===== src/rtl/mkd_pkg.sv =====
// shared types, constants and code tables for the morse key decoder
package mkd_pkg;

    localparam int TICK_W           = 18;
    localparam int UNIT_W           = 16;
    localparam int CHAR_W           = 7;
    localparam int CODE_W           = 6;
    localparam int HIST_DEC_W       = 5;
    localparam int COUNT_DEC_W      = 4;
    localparam int MAX_ELEMENTS_DEF = 10;
    localparam int QUEUE_DEPTH      = 4;
    localparam int QPTR_W           = $clog2(QUEUE_DEPTH);
    localparam int QCNT_W           = $clog2(QUEUE_DEPTH + 1);

    localparam logic [TICK_W-1:0] TICK_MAX   = {TICK_W{1'b1}};
    localparam logic [UNIT_W-1:0] UNIT_RESET = 16'd1000;
    localparam logic [CHAR_W-1:0] CHAR_QMARK = 7'd63;
    localparam logic [CHAR_W-1:0] CHAR_SPACE = 7'd32;
    localparam logic [CODE_W-1:0] CODE_NONE  = '0;

    // one decoded event handed from the timing front to the output back
    typedef struct packed {
        logic [CODE_W-1:0] code;
        logic              msg_end;
        logic              ovf;
        logic              space;
    } t_event;

    // marker bit above the element bits, element 0 in bit 0, 1 = dash
    function automatic logic [CODE_W-1:0] pattern_code(
        input logic [HIST_DEC_W-1:0]  hist,
        input logic [COUNT_DEC_W-1:0] count
    );
        logic [CODE_W-1:0] code;
        unique case (count)
            4'd1:    code = {4'b0000, 1'b1, hist[0]};
            4'd2:    code = {3'b000, 1'b1, hist[1:0]};
            4'd3:    code = {2'b00, 1'b1, hist[2:0]};
            4'd4:    code = {1'b0, 1'b1, hist[3:0]};
            4'd5:    code = {1'b1, hist[4:0]};
            default: code = CODE_NONE;
        endcase
        return code;
    endfunction

    function automatic logic [CHAR_W-1:0] morse_char(input logic [CODE_W-1:0] code);
        logic [CHAR_W-1:0] ch;
        unique case (code)
            6'd6:    ch = 7'd65;  // A
            6'd17:   ch = 7'd66;  // B
            6'd21:   ch = 7'd67;  // C
            6'd9:    ch = 7'd68;  // D
            6'd2:    ch = 7'd69;  // E
            6'd20:   ch = 7'd70;  // F
            6'd11:   ch = 7'd71;  // G
            6'd16:   ch = 7'd72;  // H
            6'd4:    ch = 7'd73;  // I
            6'd30:   ch = 7'd74;  // J
            6'd13:   ch = 7'd75;  // K
            6'd18:   ch = 7'd76;  // L
            6'd7:    ch = 7'd77;  // M
            6'd5:    ch = 7'd78;  // N
            6'd15:   ch = 7'd79;  // O
            6'd22:   ch = 7'd80;  // P
            6'd27:   ch = 7'd81;  // Q
            6'd10:   ch = 7'd82;  // R
            6'd8:    ch = 7'd83;  // S
            6'd3:    ch = 7'd84;  // T
            6'd12:   ch = 7'd85;  // U
            6'd24:   ch = 7'd86;  // V
            6'd14:   ch = 7'd87;  // W
            6'd25:   ch = 7'd88;  // X
            6'd29:   ch = 7'd89;  // Y
            6'd19:   ch = 7'd90;  // Z
            6'd63:   ch = 7'd48;  // 0
            6'd62:   ch = 7'd49;  // 1
            6'd60:   ch = 7'd50;  // 2
            6'd56:   ch = 7'd51;  // 3
            6'd48:   ch = 7'd52;  // 4
            6'd32:   ch = 7'd53;  // 5
            6'd33:   ch = 7'd54;  // 6
            6'd35:   ch = 7'd55;  // 7
            6'd39:   ch = 7'd56;  // 8
            6'd47:   ch = 7'd57;  // 9
            default: ch = CHAR_QMARK;
        endcase
        return ch;
    endfunction

endpackage


===== src/rtl/mkd_front.sv =====
// key timing front: press and silence counters, element history, event classification
module mkd_front #(
    parameter int MAX_ELEMENTS = mkd_pkg::MAX_ELEMENTS_DEF
) (
    input  logic                        i_clk,
    input  logic                        i_rst_n,
    input  logic                        i_cfg_we,
    input  logic [mkd_pkg::UNIT_W-1:0]  i_cfg_data,
    input  logic                        i_accept,
    input  logic                        i_key_level,
    output logic                        o_ev_valid,
    output mkd_pkg::t_event             o_ev
);
    import mkd_pkg::*;

    localparam int CNT_W = $clog2(MAX_ELEMENTS + 1);

    typedef enum logic [1:0] {
        PH_WAIT,
        PH_PRESS,
        PH_SILENT
    } t_phase;

    t_phase                  r_phase, n_phase;
    logic [TICK_W-1:0]       r_press, n_press;
    logic [TICK_W-1:0]       r_sil, n_sil;
    logic [MAX_ELEMENTS-1:0] r_hist, n_hist;
    logic [CNT_W-1:0]        r_count, n_count;
    logic [UNIT_W-1:0]       r_u1;
    logic [UNIT_W:0]         r_u2;
    logic [UNIT_W+1:0]       r_u3;

    logic [UNIT_W-1:0]       cfg_unit;
    logic [TICK_W-1:0]       press_inc;
    logic [TICK_W-1:0]       sil_inc;
    logic [CODE_W-1:0]       cur_code;
    logic                    dash;
    logic                    ev_valid;
    t_event                  ev;

    // zero ticks per unit counts as one
    assign cfg_unit = (i_cfg_data == '0) ? UNIT_W'(1) : i_cfg_data;

    always_comb begin
        n_phase   = r_phase;
        n_press   = r_press;
        n_sil     = r_sil;
        n_hist    = r_hist;
        n_count   = r_count;
        ev_valid  = 1'b0;
        ev        = '0;
        press_inc = (r_press == TICK_MAX) ? r_press : r_press + TICK_W'(1);
        sil_inc   = (r_sil == TICK_MAX) ? r_sil : r_sil + TICK_W'(1);
        cur_code  = pattern_code(r_hist[HIST_DEC_W-1:0], COUNT_DEC_W'(r_count));
        dash      = (r_press >= TICK_W'(r_u2));
        if (i_accept) begin
            unique case (r_phase)
                PH_PRESS: begin
                    if (i_key_level) begin
                        n_press = press_inc;
                    end else if (r_count >= CNT_W'(MAX_ELEMENTS)) begin
                        // too many elements: flag it and drop the character
                        ev_valid   = 1'b1;
                        ev.code    = CODE_NONE;
                        ev.msg_end = 1'b1;
                        ev.ovf     = 1'b1;
                        n_hist     = '0;
                        n_count    = '0;
                        n_phase    = PH_WAIT;
                        n_press    = '0;
                        n_sil      = '0;
                    end else begin
                        for (int i = 0; i < MAX_ELEMENTS; i++) begin
                            if (r_count == CNT_W'(i)) begin
                                n_hist[i] = dash;
                            end
                        end
                        n_count = r_count + CNT_W'(1);
                        n_phase = PH_SILENT;
                        n_press = '0;
                        n_sil   = TICK_W'(1);
                    end
                end
                PH_SILENT: begin
                    if (i_key_level) begin
                        if (r_sil >= TICK_W'(r_u1)) begin
                            ev_valid = 1'b1;
                            ev.code  = cur_code;
                            ev.space = (r_sil >= TICK_W'(r_u2));
                            n_hist   = '0;
                            n_count  = '0;
                        end
                        n_phase = PH_PRESS;
                        n_press = TICK_W'(1);
                        n_sil   = '0;
                    end else if (sil_inc >= TICK_W'(r_u3)) begin
                        ev_valid   = 1'b1;
                        ev.code    = cur_code;
                        ev.msg_end = 1'b1;
                        n_hist     = '0;
                        n_count    = '0;
                        n_phase    = PH_WAIT;
                        n_sil      = '0;
                    end else begin
                        n_sil = sil_inc;
                    end
                end
                default: begin
                    n_phase = PH_WAIT;
                    if (i_key_level) begin
                        n_phase = PH_PRESS;
                        n_press = TICK_W'(1);
                        n_sil   = '0;
                    end
                end
            endcase
        end
    end

    always_ff @(posedge i_clk) begin
        if (!i_rst_n) begin
            r_phase <= PH_WAIT;
            r_press <= '0;
            r_sil   <= '0;
            r_hist  <= '0;
            r_count <= '0;
            r_u1    <= UNIT_RESET;
            r_u2    <= {UNIT_RESET, 1'b0};
            r_u3    <= {1'b0, UNIT_RESET, 1'b0} + {2'b00, UNIT_RESET};
        end else begin
            r_phase <= n_phase;
            r_press <= n_press;
            r_sil   <= n_sil;
            r_hist  <= n_hist;
            r_count <= n_count;
            // unit multiples kept ready so the compares need no adder
            if (i_cfg_we) begin
                r_u1 <= cfg_unit;
                r_u2 <= {cfg_unit, 1'b0};
                r_u3 <= {1'b0, cfg_unit, 1'b0} + {2'b00, cfg_unit};
            end
        end
    end

    assign o_ev_valid = ev_valid;
    assign o_ev       = ev;

endmodule


===== src/rtl/mkd_queue.sv =====
// small event queue between the timing front and the output back
module mkd_queue (
    input  logic            i_clk,
    input  logic            i_rst_n,
    input  logic            i_push,
    input  mkd_pkg::t_event i_data,
    input  logic            i_pop,
    output logic            o_full,
    output logic            o_head_valid,
    output mkd_pkg::t_event o_head
);
    import mkd_pkg::*;

    t_event              r_mem [QUEUE_DEPTH];
    logic [QPTR_W-1:0]   r_wr_ptr;
    logic [QPTR_W-1:0]   r_rd_ptr;
    logic [QCNT_W-1:0]   r_cnt, n_cnt;

    always_comb begin
        n_cnt = r_cnt;
        if (i_push && !i_pop) begin
            n_cnt = r_cnt + QCNT_W'(1);
        end else if (!i_push && i_pop) begin
            n_cnt = r_cnt - QCNT_W'(1);
        end
    end

    always_ff @(posedge i_clk) begin
        if (!i_rst_n) begin
            r_wr_ptr <= '0;
            r_rd_ptr <= '0;
            r_cnt    <= '0;
        end else begin
            r_cnt <= n_cnt;
            if (i_push) begin
                r_wr_ptr <= r_wr_ptr + QPTR_W'(1);
            end
            if (i_pop) begin
                r_rd_ptr <= r_rd_ptr + QPTR_W'(1);
            end
        end
    end

    always_ff @(posedge i_clk) begin
        if (i_push) begin
            r_mem[r_wr_ptr] <= i_data;
        end
    end

    assign o_full       = (r_cnt == QCNT_W'(QUEUE_DEPTH));
    assign o_head_valid = (r_cnt != '0);
    assign o_head       = r_mem[r_rd_ptr];

endmodule


===== src/rtl/mkd_back.sv =====
// output back: character lookup, optional trailing space, registered result word
module mkd_back (
    input  logic                        i_clk,
    input  logic                        i_rst_n,
    input  logic                        i_head_valid,
    input  mkd_pkg::t_event             i_head,
    output logic                        o_pop,
    output logic                        o_out_valid,
    input  logic                        i_out_stall,
    output logic [mkd_pkg::CHAR_W-1:0]  o_character,
    output logic                        o_message_end,
    output logic                        o_overflow_error,
    output logic                        o_last_of_run
);
    import mkd_pkg::*;

    logic              r_valid;
    logic              r_second;
    logic [CHAR_W-1:0] r_char;
    logic              r_end;
    logic              r_ovf;
    logic              r_last;
    logic              load;

    // the output register takes a new word when empty or being drained
    assign load  = !r_valid || !i_out_stall;
    assign o_pop = load && i_head_valid && (r_second || !i_head.space);

    always_ff @(posedge i_clk) begin
        if (!i_rst_n) begin
            r_valid  <= 1'b0;
            r_second <= 1'b0;
        end else if (load) begin
            r_valid <= i_head_valid;
            if (i_head_valid) begin
                r_second <= !r_second && i_head.space;
            end
        end
        if (load && i_head_valid) begin
            if (r_second) begin
                r_char <= CHAR_SPACE;
                r_end  <= 1'b0;
                r_ovf  <= 1'b0;
                r_last <= 1'b1;
            end else begin
                r_char <= morse_char(i_head.code);
                r_end  <= i_head.msg_end;
                r_ovf  <= i_head.ovf;
                r_last <= !i_head.space;
            end
        end
    end

    assign o_out_valid      = r_valid;
    assign o_character      = r_char;
    assign o_message_end    = r_end;
    assign o_overflow_error = r_ovf;
    assign o_last_of_run    = r_last;

endmodule


===== src/rtl/morse_key_decoder_unit.sv =====
// morse key decoder top level: timing front, event queue, character back
//
//   channel | direction | handshake                | word
//   --------+-----------+--------------------------+------------------------------------
//   in      | in        | i_in_valid / o_in_stall  | i_key_level
//   out     | out       | o_out_valid / i_out_stall| o_character, o_message_end,
//           |           |                          | o_overflow_error, o_last_of_run
//   cfg     | in        | i_cfg_valid / o_cfg_ready| i_cfg_data (ticks per unit)
//
// one key sample is taken every cycle while i_in_valid is high and o_in_stall low;
// a result word is held in the event queue, then in the output register, and a
// character followed by a space takes two output words. a four-entry event queue
// between front and back absorbs output stalls; o_in_stall rises only when it is full.
// synchronous active-low reset; ticks per unit resets to 1000, cfg always ready.
module morse_key_decoder_unit #(
    parameter int MAX_ELEMENTS = mkd_pkg::MAX_ELEMENTS_DEF
) (
    input  logic                        i_clk,
    input  logic                        i_rst_n,
    input  logic                        i_in_valid,
    output logic                        o_in_stall,
    input  logic                        i_key_level,
    output logic                        o_out_valid,
    input  logic                        i_out_stall,
    output logic [mkd_pkg::CHAR_W-1:0]  o_character,
    output logic                        o_message_end,
    output logic                        o_overflow_error,
    output logic                        o_last_of_run,
    input  logic                        i_cfg_valid,
    output logic                        o_cfg_ready,
    input  logic [mkd_pkg::UNIT_W-1:0]  i_cfg_data
);
    import mkd_pkg::*;

    logic   q_full;
    logic   q_push;
    logic   q_pop;
    logic   q_head_valid;
    t_event ev;
    t_event q_head;
    logic   in_accept;

    assign o_cfg_ready = 1'b1;
    assign o_in_stall  = q_full;
    assign in_accept   = i_in_valid && !q_full;

    mkd_front #(
        .MAX_ELEMENTS (MAX_ELEMENTS)
    ) u_front (
        .i_clk       (i_clk),
        .i_rst_n     (i_rst_n),
        .i_cfg_we    (i_cfg_valid && o_cfg_ready),
        .i_cfg_data  (i_cfg_data),
        .i_accept    (in_accept),
        .i_key_level (i_key_level),
        .o_ev_valid  (q_push),
        .o_ev        (ev)
    );

    mkd_queue u_queue (
        .i_clk        (i_clk),
        .i_rst_n      (i_rst_n),
        .i_push       (q_push),
        .i_data       (ev),
        .i_pop        (q_pop),
        .o_full       (q_full),
        .o_head_valid (q_head_valid),
        .o_head       (q_head)
    );

    mkd_back u_back (
        .i_clk            (i_clk),
        .i_rst_n          (i_rst_n),
        .i_head_valid     (q_head_valid),
        .i_head           (q_head),
        .o_pop            (q_pop),
        .o_out_valid      (o_out_valid),
        .i_out_stall      (i_out_stall),
        .o_character      (o_character),
        .o_message_end    (o_message_end),
        .o_overflow_error (o_overflow_error),
        .o_last_of_run    (o_last_of_run)
    );

    // an event is only produced on an accepted sample, so the queue never overruns
    a_no_overrun: assert property (@(posedge i_clk) disable iff (!i_rst_n)
        !(q_push && q_full))
        else $error("event pushed into a full queue");

    a_ovf_word: assert property (@(posedge i_clk) disable iff (!i_rst_n)
        (o_out_valid && o_overflow_error) |->
            (o_message_end && o_last_of_run && o_character == CHAR_QMARK))
        else $error("overflow word malformed");

    // a word that is not last of its run is always followed at once by the space
    a_space_follows: assert property (@(posedge i_clk) disable iff (!i_rst_n)
        (o_out_valid && !i_out_stall && !o_last_of_run) |=>
            (o_out_valid && o_last_of_run && o_character == CHAR_SPACE))
        else $error("space word missing after character");

    a_first_of_pair: assert property (@(posedge i_clk) disable iff (!i_rst_n)
        (o_out_valid && !o_last_of_run) |-> (!o_message_end && !o_overflow_error))
        else $error("message end on first word of a pair");

endmodule


===== config.mk =====
export PLATFORM = sky130hd
export DESIGN_NAME = morse_key_decoder_unit
export DESIGN_NICKNAME = d
export VERILOG_FILES = /design/src/rtl/mkd_pkg.sv /design/src/rtl/mkd_front.sv /design/src/rtl/mkd_queue.sv /design/src/rtl/mkd_back.sv /design/src/rtl/morse_key_decoder_unit.sv
export SDC_FILE = /design/constraint.sdc
export NUM_CORES = 1
export LEC_CHECK = 0
export ABC_AREA = 1
export BUFFER_PORTS_ARGS = -buffer_cell sky130_fd_sc_hd__buf_2
export CORE_ASPECT_RATIO = 0.6
export CORE_MARGIN = 3
export CORE_UTILIZATION = 57
export DETAILED_ROUTE_END_ITERATION = 7
export PLACE_DENSITY = 0.77
export SYNTH_ARGS = -nofsm -noshare
export SYNTH_HDL_FRONTEND = slang
export SYNTH_SLANG_ARGS = --single-unit

===== constraint.sdc =====
create_clock -name i_clk -period 3.4 [get_ports i_clk]
set_clock_uncertainty 0.2 [all_clocks]
set_input_delay 0.17 -clock i_clk [delete_from_list [all_inputs] [get_ports i_clk]]
set_output_delay 0.17 -clock i_clk [all_outputs]
set_load 0.02 [all_outputs]

Yosys cells after proc, flatten, opt, wreduce, memory -nomap -nowiden
Memory sizes are Yosys's and may differ from the RTL's. A register that Yosys moved wholly into a read port is not among the register bits.
Cells that the tools add are included.
- word-level logic and storage cells: 146
- register bits after elaboration: 93
- output and inout port bits: 13
- input port bits: 22
- bits in read-only memories: 448
- bits in writable memories: 36
- memories: 2
- memory list (name ; words ; bits a word ; read ports ; clocked after memory_dff ; write ports ; RTL line ; source):
    (name not given) ; 64 ; 7 ; 1 ; 1 ; 0 ; mkd_pkg.sv:48 ; unique case (code)
    u_queue.r_mem ; 4 ; 9 ; 1 ; 1 ; 1 ; mkd_queue.sv:14 ; t_event r_mem [QUEUE_DEPTH];
- reduce and logical (&&, ||, !) cells: 32
- $lt $le $gt $ge: 5
- eq/ne operators: 19
- add/subtract/negate cells: 8
- multiplexer cells: 61
- operators with widths (kind ; count):
    two-way mux 18 bit ; 9
    adder 18 x 1 -> 18 bit, second input constant ; 2
    == test 18 bit, second input constant ; 2
    greater-or-equal comparator 18 x 17 -> 1 bit ; 2
    one-hot mux 18 bit (2 select lines) ; 1
    one-hot mux 6 bit (5 select lines) ; 1
    AND reduction 6 bit ; 5
    two-way mux 5 bit ; 5
    two-way mux 1 bit ; 20
    two-way mux 4 bit ; 5
    adder 17 x 16 -> 18 bit ; 1
    greater-or-equal comparator 18 x 16 -> 1 bit ; 1
    greater-or-equal comparator 18 bit ; 1
    logical NOT 16 bit ; 1
    two-way mux 16 bit ; 1
    != test 3 x 1 -> 1 bit, second input constant ; 5
    two-way mux 2 bit ; 7
    one-hot mux 7 bit (2 select lines) ; 1
    two-way mux 6 bit ; 2
    one-hot mux 5 bit (2 select lines) ; 1
    two-way mux 9 bit ; 1
    AND reduction 3 bit ; 3
    == test 4 x 2 -> 1 bit, second input constant ; 2
    == test 4 x 3 -> 1 bit, second input constant ; 2
    other kinds (26) ; 44

Logic depth before layout (Yosys ltp)
- depth in word-level cells: 11
- mapped depth: 26
- mapped depth without buffers: 25

Modules after synthesis
From an unflattened synthesis, not the netlist that was laid out.
- cells, all modules: 1366
- area total of the unflattened synthesis: 9953.3 µm²
- by module, submodules not included (module ; seq. area each (µm²) ; area each (µm²) ; times used ; cells each):
    mkd_front ; 1601.5 ; 6971.7 ; 1 ; 1058
    mkd_queue ; 1261.2 ; 1884.3 ; 1 ; 145
    mkd_back ; 340.3 ; 1076.0 ; 1 ; 159
    morse_key_decoder_unit ; 0.0 ; 21.3 ; 1 ; 4

Worst setup path before layout
No wires, ideal clock.
- path kind: register to register
- start: register u_front.r_sil[1]
- end: register u_queue.r_cnt[2]
- data arrival time: 3376 ps
- required time: 3078 ps
- period minus slack after synthesis: 3698 ps
- path slack: -298 ps
- library setup time: 122 ps
- cell stages (with the launch flop): 26
- buffers on the path: 1
- cell sequence: dfxtp_1 > ha_1 > nand2_1 > nor2_1 > nand2_1 > nor3_2 > nand3_2 > buf_6 > nand2_1 > ha_1 > nand2_1 > nor2_1 > nand2_1 > o21bai_1 > nand2_1 > nand2_1 > nand2_1 > nand3_1 > nand3_2 > ha_1 > inv_1 > fa_1 > a21oi_1 > o21ai_0 > o21ai_0 > a21oi_1
- cells in the longest elaborated chain, start to end: 10
- elaborated cells between the ends (all ways): 15
- classes of those cells: add/sub (1); order compare (2); eq/ne (1); mux (7); reduce/logical (4)
- ends and longest elaborated chain (what ; RTL line ; source):
    from (decl) ; mkd_front.sv:26 ; logic [TICK_W-1:0] r_sil, n_sil;
    from (signal assigned) ; mkd_front.sv:133 ; r_sil <= n_sil;
    adder 18 x 1 -> 18 bit or == test 18 bit (tied branches) ; mkd_front.sv:53 ; sil_inc = (r_sil == TICK_MAX) ? r_sil : r_sil + TICK_W'(1);
    two-way mux 18 bit ; mkd_front.sv:53 ;
    greater-or-equal comparator 18 bit ; mkd_front.sv:96 ; end else if (sil_inc >= TICK_W'(r_u3)) begin
    two-way mux 1 bit ; mkd_front.sv:96 ;
    two-way mux 1 bit * ; mkd_front.sv:85 ; if (i_key_level) begin
    one-hot mux 1 bit (2 select lines) * ; mkd_front.sv:57 ; unique case (r_phase)
    two-way mux 1 bit * ; mkd_front.sv:56 ; if (i_accept) begin
    named net q_push ; morse_key_decoder_unit.sv:36 ; logic q_push;
    logical NOT 1 bit ; mkd_queue.sv:23 ; end else if (!i_push && i_pop) begin
    logical AND 1 bit ; mkd_queue.sv:23 ;
    nonzero test 2 bit (no line) ; -- ;
    to (signal assigned) ; mkd_queue.sv:34 ; r_cnt <= n_cnt;
    to (decl) ; mkd_queue.sv:17 ; logic [QCNT_W-1:0] r_cnt, n_cnt;
Mark *: on every way through the listed nets, which the timed path passes. The rest lies on a longest branch.
A chain may end at the register's enable or synchronous reset.

Final worst setup path
Same ends and word-level chain as after synthesis.

==> flow_summary.toml <==
[outcome]
status = "finished with violations"
failed_checks = "negative setup slack"

[placed_design]
place_area_mm2 = 0.0107
pre_cts_slack_ns = -0.368
gp_congestion = 1.00
dpl.hpwl_um = 20600
io_buffer_count = 33
dp.cells = 1654

[logic_synthesis]
synth-seq-cells = 137
ys_types = 54
synth_cells = 1364
syn_nets = 1498
synth_top_flop_cell = "dfxtp_1"
synth_edf_count = 46
syn_avg_cell_area_um2 = 7.16
async_flop_share = 0
syn_area_mm2 = 0.00977
ys_seq_area_frac = 0.328
yosysWarnings = 0

[cts]
cts_tree = "yes"
clk_latency_ns = 0.43
clockBufferDepth = 2
cts-root-buf = "clkbuf_16"
cts_sinks = 137
cts_max_level = 4
clk_pin_slew_ns = 0.06
cts_buffers = 17

[detailed_routing]
first_pass_iters = 5
viasPerCell = 5.75
drcViolationCount = 0
final_antenna_net_count = 0
dr.first_iter.drc_count = 1260
vias = 9933
wl_per_cell_um = 17.1
routed_wl_um = 29600

[global_route]
grt_pass1_vias = 9018
grt_max_degree = 46
grt-ovfl-total = 0
grt_use_total = 0.311
antenna_found_initial = 0
grt_first_pass_wirelength_um = 46300

[final_layout]
fin_util = 0.730
drive_gt1_frac = 0.181
final_area_mm2 = 0.0120
fin_cells = 1727
finalNetCount = 1620
final_common_cell = "nand2_1"
antenna_cells = 0
syn_to_final_growth_pct = 23.2
final_cell_mix = "nand2_1, inv_1, nor2_1"

[die]
die_y_um = 107
rows = 36
core_area_mm2 = 0.0165
ios = 35
start_util = 0.592
chipWidth_um = 175
die-area_mm2 = 0.0188

[sta]
worst_slew_pin_slew_ns = 0.973
period_share = 1.13
rsz0062_at_grt = "true"
period_minus_slack_ns = 3.83
setup_ws_ns = -0.433
setup_viol = 58
hold_violations = 0
max-slew-margin-rel = 0.351
max_freq_mhz = 261
maxSlewViolCount = 0

[flow_run]
max_cap_violations = 0

[setup_path]
worstPathMaxFanout = 3
worstSetupStartpointType = "flop"
crit_path_top_delay_cell = "dfxtp_4"
critPathKind = "reg -> reg"
cp-end-kind = "flop"
arrival_ns = 3.93
cp.required_ns = 3.50
worst_path_largest_cell_delay_ns = 0.36
rrSetupSlack_ns = -0.43

[power_and_ir_drop]
leakagePower_nw = 5.67
vdd_ir_drop_max_uv = 275
total_power_mw = 5.31
powerDensity_mw_per_mm2 = 441

[hold_path]
min_path_type = "in -> reg"
kinds of logic (layout without fill, tap and decap cells):
family          Yosys count  in the layout  synth area share
flops                   137            137             0.328
simple gates            593            593             0.265
other cells               1              1          0.000384
buf+inv                 241            376            0.0981
xor+xnor                 22             22            0.0197
fa+ha+maj               112            112             0.145
compound gates          258            258             0.144
stage by stage:
step                      TNS, ns  hold slack, ns
after global routing       -21.76          0.0962
after CTS                   -1.39          0.0550
after floorplan            -0.186           0.134
final                       -5.55          0.0718
after detailed placement   -11.15           0.259
after global placement      -5.07           0.253
Yosys cell counts, types with 4 or more instances:
library cell,n,area (µm²)
a21oi_1,124,621
a31oi_1,6,37.5
buf_2,9,45.0
buf_4,4,30.0
clkbuf_1,20,75.1
dfxtp_1,91,1820
edfxtp_1,46,1380
ha_1,110,1380
inv_1,191,717
inv_2,9,33.8
nand2_1,301,1130
nand2_2,4,25.0
nand3_1,75,375
nand3_2,5,50.1
nand4_1,20,125
nor2_1,132,495
nor3_1,22,110
nor3_2,4,40.0
nor4_1,8,50.1
o211ai_1,7,52.6
o21ai_0,80,400
o21ai_1,15,75.1
o21bai_1,6,45.0
xnor2_1,5,43.8
xor2_1,17,149
layer usage:
layer	vias up	part of all wire	track usage
li1	4760	-	-
met1	4565	0.46	0.462
met2	542	0.41	0.444
met3	66	0.12	0.0775
met4	0	0.020	0.0887
met5	-	0	0
flip-flops by register name, summed over array words and instances, names as in the netlist, named ones only:
name / cells
u_queue.r_rd_ptr: 2
u_back.o_overflow_error: 1
u_back.o_message_end: 1
u_front.r_count: 4
u_back.o_character: 7
u_front.r_phase: 2
u_back.r_second: 1
u_front.r_press: 18
u_front.r_u1: 15
u_queue.r_cnt: 3
u_queue.r_mem: 36
u_front.r_sil: 18
u_back.o_out_valid: 1
u_queue.r_wr_ptr: 2
u_front.r_hist: 5
u_front.r_u3: 18
u_back.o_last_of_run: 1
worst paths after layout:
kind,start,end,depth (start not counted)
hold / removal,i_cfg_valid,u_front.r_u1[1]$_SDFFE_PN0P_,3
setup / recovery,u_front.r_sil[1]$_SDFFE_PN0P_,u_queue.r_cnt[2]$_SDFFE_PN0P_,25
hold reg to reg,u_queue.r_rd_ptr[1]$_SDFFE_PN0P_,flop,2
setup reg to reg,u_front.r_sil[1]$_SDFFE_PN0P_,u_queue.r_cnt[2]$_SDFFE_PN0P_,25
where the power goes:
part / switching (mW) / internal (mW)
logic: 0.951 / 0.444
registers: 0.0944 / 1.87
clock network: 0.766 / 1.18
timing repair:
action	CTS	global route
pin swaps	24	29
hold endpoints to repair	20	0
setup endpoints to repair	77	107
buffers inserted	11	7
resized for setup	53	61
cloned	5	0
hold buffers	19	0
final cells by class:
class	instances	area, µm²
multi-input cells	986	6090
fillers	1252	4450
flip-flops and latches	137	3210
repair buffers	135	1000
inverters	205	797
clock buffers	20	447
well taps	228	285
clock inverters	12	166
repair inverters	4	30.0
worst max-delay path: cells and delay by family, from the launching register on:
family | cells | cell delay, ns
AO/OA/AOI/OAI | 7 | 0.72
buffers and inverters | 4 | 0.28
adder cells (fa/ha/maj) | 4 | 0.92
AND/OR/NAND/NOR | 10 | 1.23
flip-flops | 1 | 0.36
(Power assumes the default switching activity.)
